===== src/rtl/core/sdba_pkg.sv =====
// types and codes shared by the gradient accumulator modules
`default_nettype none

package sdba_pkg;

    // input item codes
    localparam logic [2:0] FUNC_LOAD1  = 3'd0;
    localparam logic [2:0] FUNC_LOAD2  = 3'd1;
    localparam logic [2:0] FUNC_UPDATE = 3'd2;
    localparam logic [2:0] FUNC_READ1  = 3'd3;
    localparam logic [2:0] FUNC_READ2  = 3'd4;
    localparam logic [2:0] FUNC_CLEAR  = 3'd5;

    // classified operations passed to the back end
    localparam logic [2:0] OP_NONE      = 3'd0;
    localparam logic [2:0] OP_LOAD1     = 3'd1;
    localparam logic [2:0] OP_LOAD2     = 3'd2;
    localparam logic [2:0] OP_UPDATE    = 3'd3;
    localparam logic [2:0] OP_READ1     = 3'd4;
    localparam logic [2:0] OP_READ2     = 3'd5;
    localparam logic [2:0] OP_READ_ZERO = 3'd6;
    localparam logic [2:0] OP_CLEAR     = 3'd7;

    // configuration register indexes
    localparam logic CFG_FEAT_LEN = 1'b0;

    localparam logic [4:0] FEAT_LEN_RESET = 5'd16;

    typedef struct packed {
        logic [2:0]         func;
        logic [5:0]         row;
        logic [5:0]         col;
        logic [3:0]         feature;
        logic signed [31:0] value;
    } cmd_t;

    typedef struct packed {
        logic signed [31:0] grad_value;
        logic               saturated;
    } rsp_t;

    typedef struct packed {
        logic [2:0]         op;
        logic [5:0]         row;
        logic [5:0]         col;
        logic [3:0]         feature;
        logic signed [31:0] value;
    } qent_t;

    typedef struct packed {
        logic init_busy;
        logic pop;
    } back_status_t;

endpackage

`default_nettype wire


===== src/rtl/core/sdba_front.sv =====
// front end: accepts beats, classifies them and queues them for the back end
`default_nettype none

module sdba_front #(
    parameter int ROWS         = 64,
    parameter int COLS         = 64,
    parameter int MAX_FEATURES = 16
) (
    input  wire                    clk,
    input  wire                    rst_n,
    input  wire                    cmd_valid,
    output logic                   cmd_stall,
    input  sdba_pkg::cmd_t         cmd,
    input  sdba_pkg::back_status_t status,
    output logic                   q_valid,
    output sdba_pkg::qent_t        q_ent
);

    sdba_pkg::qent_t q_reg [2];
    logic            wr_reg, wr_next;
    logic            rd_reg, rd_next;
    logic [1:0]      count_reg, count_next;
    logic            row_ok, col_ok, feat_ok;
    logic [2:0]      op;
    logic            push;

    assign row_ok  = 32'(cmd.row) < ROWS;
    assign col_ok  = 32'(cmd.col) < COLS;
    assign feat_ok = 32'(cmd.feature) < MAX_FEATURES;

    always_comb
    begin
        unique case (cmd.func)
            sdba_pkg::FUNC_LOAD1:  op = (row_ok && feat_ok) ? sdba_pkg::OP_LOAD1 : sdba_pkg::OP_NONE;
            sdba_pkg::FUNC_LOAD2:  op = (col_ok && feat_ok) ? sdba_pkg::OP_LOAD2 : sdba_pkg::OP_NONE;
            sdba_pkg::FUNC_UPDATE: op = (row_ok && col_ok) ? sdba_pkg::OP_UPDATE : sdba_pkg::OP_NONE;
            sdba_pkg::FUNC_READ1:
                op = (row_ok && feat_ok) ? sdba_pkg::OP_READ1 : sdba_pkg::OP_READ_ZERO;
            sdba_pkg::FUNC_READ2:
                op = (col_ok && feat_ok) ? sdba_pkg::OP_READ2 : sdba_pkg::OP_READ_ZERO;
            sdba_pkg::FUNC_CLEAR:  op = sdba_pkg::OP_CLEAR;
            default:               op = sdba_pkg::OP_NONE;
        endcase
    end

    assign cmd_stall = (count_reg == 2'd2) || status.init_busy;
    // ignored beats are dropped here and never reach the queue
    assign push      = cmd_valid && !cmd_stall && (op != sdba_pkg::OP_NONE);
    assign q_valid   = count_reg != 2'd0;
    assign q_ent     = q_reg[rd_reg];

    always_comb
    begin
        wr_next    = push ? !wr_reg : wr_reg;
        rd_next    = status.pop ? !rd_reg : rd_reg;
        count_next = count_reg + 2'(push) - 2'(status.pop);
    end

    always_ff @(posedge clk or negedge rst_n)
    begin
        if (!rst_n)
        begin
            wr_reg    <= 1'b0;
            rd_reg    <= 1'b0;
            count_reg <= 2'd0;
        end
        else
        begin
            wr_reg    <= wr_next;
            rd_reg    <= rd_next;
            count_reg <= count_next;
        end
    end

    always_ff @(posedge clk)
    begin
        if (push)
        begin
            q_reg[wr_reg] <= '{op: op, row: cmd.row, col: cmd.col,
                               feature: cmd.feature, value: cmd.value};
        end
    end

endmodule

`default_nettype wire


===== config.mk =====
export PLATFORM = sky130hd
export DESIGN_NAME = sdba_front
export DESIGN_NICKNAME = d
export VERILOG_FILES = /design/src/rtl/core/sdba_pkg.sv /design/src/rtl/core/sdba_front.sv
export SDC_FILE = /design/constraint.sdc
export NUM_CORES = 1
export LEC_CHECK = 0
export ABC_AREA = 0
export BUFFER_PORTS_ARGS = -buffer_cell sky130_fd_sc_hd__buf_2
export CAP_MARGIN = 20
export CORE_MARGIN = 5
export CORE_UTILIZATION = 52
export CTS_BUF_LIST = sky130_fd_sc_hd__clkbuf_8 sky130_fd_sc_hd__clkbuf_16
export CTS_CLUSTER_SIZE = 25
export DETAILED_ROUTE_END_ITERATION = 8
export PLACE_DENSITY = 0.91
export SLEW_MARGIN = 10
export SYNTH_ARGS = -nofsm -noshare
export SYNTH_HDL_FRONTEND = slang
export SYNTH_SLANG_ARGS = --single-unit

===== constraint.sdc =====
create_clock -name clk -period 4.2 [get_ports clk]
set_input_delay 0.84 -clock clk [delete_from_list [all_inputs] [get_ports clk]]
set_output_delay 0.84 -clock clk [all_outputs]
set_load 0.01 [all_outputs]

### Yosys cells after proc, flatten, opt, wreduce, memory -nomap -nowiden

Memories as Yosys holds them, arrays and structs flattened.
Cells that the tools add are included.

| word-level totals | value |
|---|---|
| flip-flop bits (word level) | 4 |
| RAM bits | 102 |
| input bits | 56 |
| output and inout bits | 53 |
| word-level logic and storage cells | 24 |
| memories | 1 |

Memories:

| name | words | bits a word | rd ports | clocked after memory_dff | write ports | RTL line | source |
|---|---|---|---|---|---|---|---|
| q_reg | 2 | 51 | 1 | 0 | 1 | sdba_front.sv:19 | `sdba_pkg::qent_t q_reg [2];` |

| cells by class | value |
|---|---|
| add/sub/neg operators | 2 |
| equality and inequality tests | 6 |
| mux-type cells | 3 |
| reduce and logical (&&, ||, !) cells | 9 |

Operators by type and width:

| operator | count |
|---|---|
| $pmux W3 S6 | 1 |
| $eq A3 B2 Y1 const B | 2 |
| $eq A3 B3 Y1 const B | 2 |
| $eq A3 B1 Y1 const B | 1 |
| $logic_not A1 Y1 | 3 |
| $logic_not A3 Y1 | 1 |
| $reduce_bool A3 Y1 | 1 |
| $add A2 B1 Y2 | 1 |
| $eq A2 B2 Y1 const B | 1 |
| $logic_and A1 B1 Y1 | 2 |
| $mux W1 | 2 |
| $reduce_bool A2 Y1 | 1 |
| $sub A2 B1 Y2 | 1 |
| $logic_or A1 B1 Y1 | 1 |

### Logic depth before layout (Yosys ltp)

| depth | value |
|---|---|
| depth in word-level cells | 7 |
| depth in mapped cells | 7 |
| gate-level depth less buffers | 7 |

### Worst setup path before layout

Ideal clock, no wire load.

| timing | value |
|---|---|
| path kind | input-to-reg |
| start | in status[1] (netlist bit) |
| end | mem q_reg[0][0] (netlist bit) (enable) |
| library setup time | 0.460 ns |
| data arrival time | 3.270 ns |
| required time | 3.740 ns |
| setup slack | 0.470 ns |
| stages | 2 |
| path buffers | 0 |
| cells stage by stage | nand4b_1 -> nor2_1 |

| between the ends | value |
|---|---|
| word-level cells in the longest chain between the ends | 6 |

Ends and longest elaborated chain:

| item | RTL line | source |
|---|---|---|
| from (decl) | sdba_front.sv:14 | `input sdba_pkg::back_status_t status,` |
| $logic_or A1 B1 Y1 | sdba_front.sv:46 | `assign cmd_stall = (count_reg == 2'd2) \|\| status.init_busy;` |
| $logic_not A1 Y1 | sdba_front.sv:48 | `assign push = cmd_valid && !cmd_stall && (op != sdba_pkg::OP_NONE);` |
| $logic_and A1 B1 Y1 (2 in series) | sdba_front.sv:48 |  |
| $mux W1 | sdba_front.sv:77 | `if (push)` |
| $mux W1 (not written as such) | sdba_front.sv:79 | `q_reg[wr_reg] <= '{op: op, row: cmd.row, col: cmd.col,` |
| to (decl) | sdba_front.sv:19 |  |

Every way passes these cells.

==> impl_metrics.json <==
{
  "run_status": "finished clean",
  "synth_cells": 183,
  "hp-class": "input port to asynchronous set/reset pin",
  "clock-sinks": 106,
  "die_w_um": 99.6,
  "synth.most_common_cell": "edfxtp_1",
  "rsz0062_at_grt": "no",
  "cts_setup_buffers": 0,
  "dpl_cell_area_um2": 4780,
  "totalPowerFinal_mw": 2.81,
  "grt_usage": 0.137,
  "setup_viol": 0,
  "clkTransAtPathRegs_ns": 0.10,
  "grt_pass1_vias": 2155,
  "holdBufCountCts": 0,
  "p_int_mw": 2.00,
  "antenna_left": 0,
  "cts_buffer_depth": 2,
  "max_stage_delay_ns": 1.07,
  "fin_worst_skew_ns": 0.00696,
  "whs_ns": 0.273,
  "synth.cells.most_frequent": "102 x edfxtp_1, 49 x mux2_4, 5 x buf_12",
  "relSlewSlack": 0.364,
  "cts-resized-gates": 0,
  "grt_max_degree": 53,
  "antenna_cells": 0,
  "syn_to_final_growth_pct": 19.2,
  "maxCapViolCount": 0,
  "synth_cell_type_count": 17,
  "htree_levels": 3,
  "syn-num-nets": 241,
  "ios": 109,
  "die_area_um2": 9920,
  "design_area_um2": 4980,
  "yosysTopAreaCellShare": 0.733,
  "ys_seq_area_frac": 0.757,
  "clock_latency_ns": 0.35,
  "coreArea_um2": 7770,
  "synth-edff-count": 102,
  "cts_root_buffer": "clkbuf_8",
  "drc": 0,
  "rows": 32,
  "cts_inserted_buffers": 9,
  "cp_cell_sequence": "mux2_2 > buf_2",
  "wl_per_cell_um": 16.3,
  "avgViaCountPerCell": 4.85,
  "slowest_stage": "dfrtp_4",
  "finalHoldViolCount": 0,
  "routed_wl_um": 6630,
  "fmax_mhz": 350,
  "clkPwrFrac": 0.207,
  "vias": 1974,
  "worstSetupEndpointType": "primary output",
  "critPathMaxFanout": 52,
  "max_slew.worst_pin.slew_ns": 0.954,
  "p_sw_mw": 0.810,
  "grt.overflow.total": 0,
  "dieHeight_um": 99.6,
  "antenna_found_initial": 0,
  "combinationalPowerShare": 0.274,
  "slew_viol_final": 0,
  "synth-seq-cells": 106,
  "period_minus_slack_ns": 2.86,
  "cp.arrival_ns": 2.02,
  "sw_frac_of_total": 0.289,
  "synth-warning-count": 0,
  "period_share": 0.681,
  "vdd.ir_drop.worst_mv": 0.480,
  "synth_area_um2": 4180,
  "crit_required_ns": 3.36,
  "cts_tree": "done",
  "layoutNonFillerInstCount": 407,
  "fin_tns_setup_ns": 0,
  "async_flop_share": 0.0377,
  "largest_reg_flops": 102,
  "synthFlopType": "edfxtp_1",
  "seqPwrFrac": 0.520,
  "synth_area_leaders": "edfxtp_1 73%, mux2_4 18%, buf_12 2.4%",
  "power_density_nw_per_um2": 564,
  "grt_pass1_wl_um": 10400,
  "dr.pass1.iters": 4,
  "initial_core_util": 0.538,
  "post-place-cells": 391,
  "port-buffer-count": 108,
  "path_class": "register to primary output",
  "yosysTopAreaCell": "edfxtp_1",
  "nets": 358,
  "leakage_nw": 1.99,
  "drive_above_1_share": 0.607,
  "start_kind": "register",
  "routabilityCongestion": 0.744,
  "drtIter0Drc": 38,
  "post-dp-hpwl_um": 4860,
  "syn_avg_cell_area_um2": 22.8
}
-- per-stage QoR --
stage | util | worst slack, ns
after detailed placement | 0.616 | 1.41
after floorplan | - | 0.470
after CTS | 0.641 | 1.32
after global placement | 0.616 | 1.47
after global routing | 0.641 | 1.24
final | 0.641 | 1.34
-- kinds of logic after synthesis --
kind of cell    share of synthesized area
compound gates                    0.00120
xor+xnor                          0.00839
fa+ha+maj                         0.00599
buf+inv                            0.0285
flops                               0.757
mux                                 0.187
simple gates                       0.0117
-- routing by layer --
layer | routed length, um | GRT usage
met1 | 2580 | 0.157
met5 | 0 | 0
met4 | 80 | 0.0410
met2 | 3530 | 0.248
met3 | 432 | 0.0372
-- layout by cell type (no fill, tap or decap), drive strengths merged --
master	synthesis	final
buf	6	112
edfxtp	102	102
mux2	53	53
clkbuf	0	9
inv	2	6
dfrtp	4	4
xnor2	3	3
nor2	3	3
clkinv	0	3
nand2b	2	2
ha	2	2
nor2b	1	1
a21oi	1	1
nand2	1	1
nand4b	1	1
or2	1	1
xor2	1	1
-- area by class of cell --
class	count	area, um2
timing repair buffer	112	571
clock buffer	9	124
multi-input combinational	69	910
clock inverter	7	71.3
fill	566	2790
sequential	106	3170
inverter	2	7.51
tap	102	128
-- path summary, 6_finish.rpt --
path | slack, ns | startpoint | depth (start not counted) | to
worst max-delay path | 1.34 | rd_reg | 2 | q_ent[40]
worst min-delay path | 0.27 | rst_n | 1 | count_reg[1]
worst max register to register | 1.97 | count_reg[1] | 4 | q_reg[1][17]
worst min register to register | 0.54 | count_reg[1] | 1 | count_reg[1]
max in group asynchronous | 3.79 | rst_n | 1 | rd_reg
min in group clk | 0.54 | count_reg[1] | 1 | count_reg[1]
-- critical path, delay by kind of cell, from the launching register on --
family	cells	cell delay, ns
buffers and inverters	1	0.14
multiplexers	1	0.42
flip-flops	1	1.07
-- power groups by stage --
stage	Combinational (mW)	Clock [mW]	Sequential [mW]
2_1_floorplan	0.734	0	1.34
3_3_place_gp	0.769	0	1.48
3_5_place_dp	0.784	0	1.49
4_1_cts	0.785	0.597	1.46
5_1_grt	0.825	0.647	1.48
6_report	0.768	0.580	1.46
No activity file was read; power rests on OpenSTA's default activity.
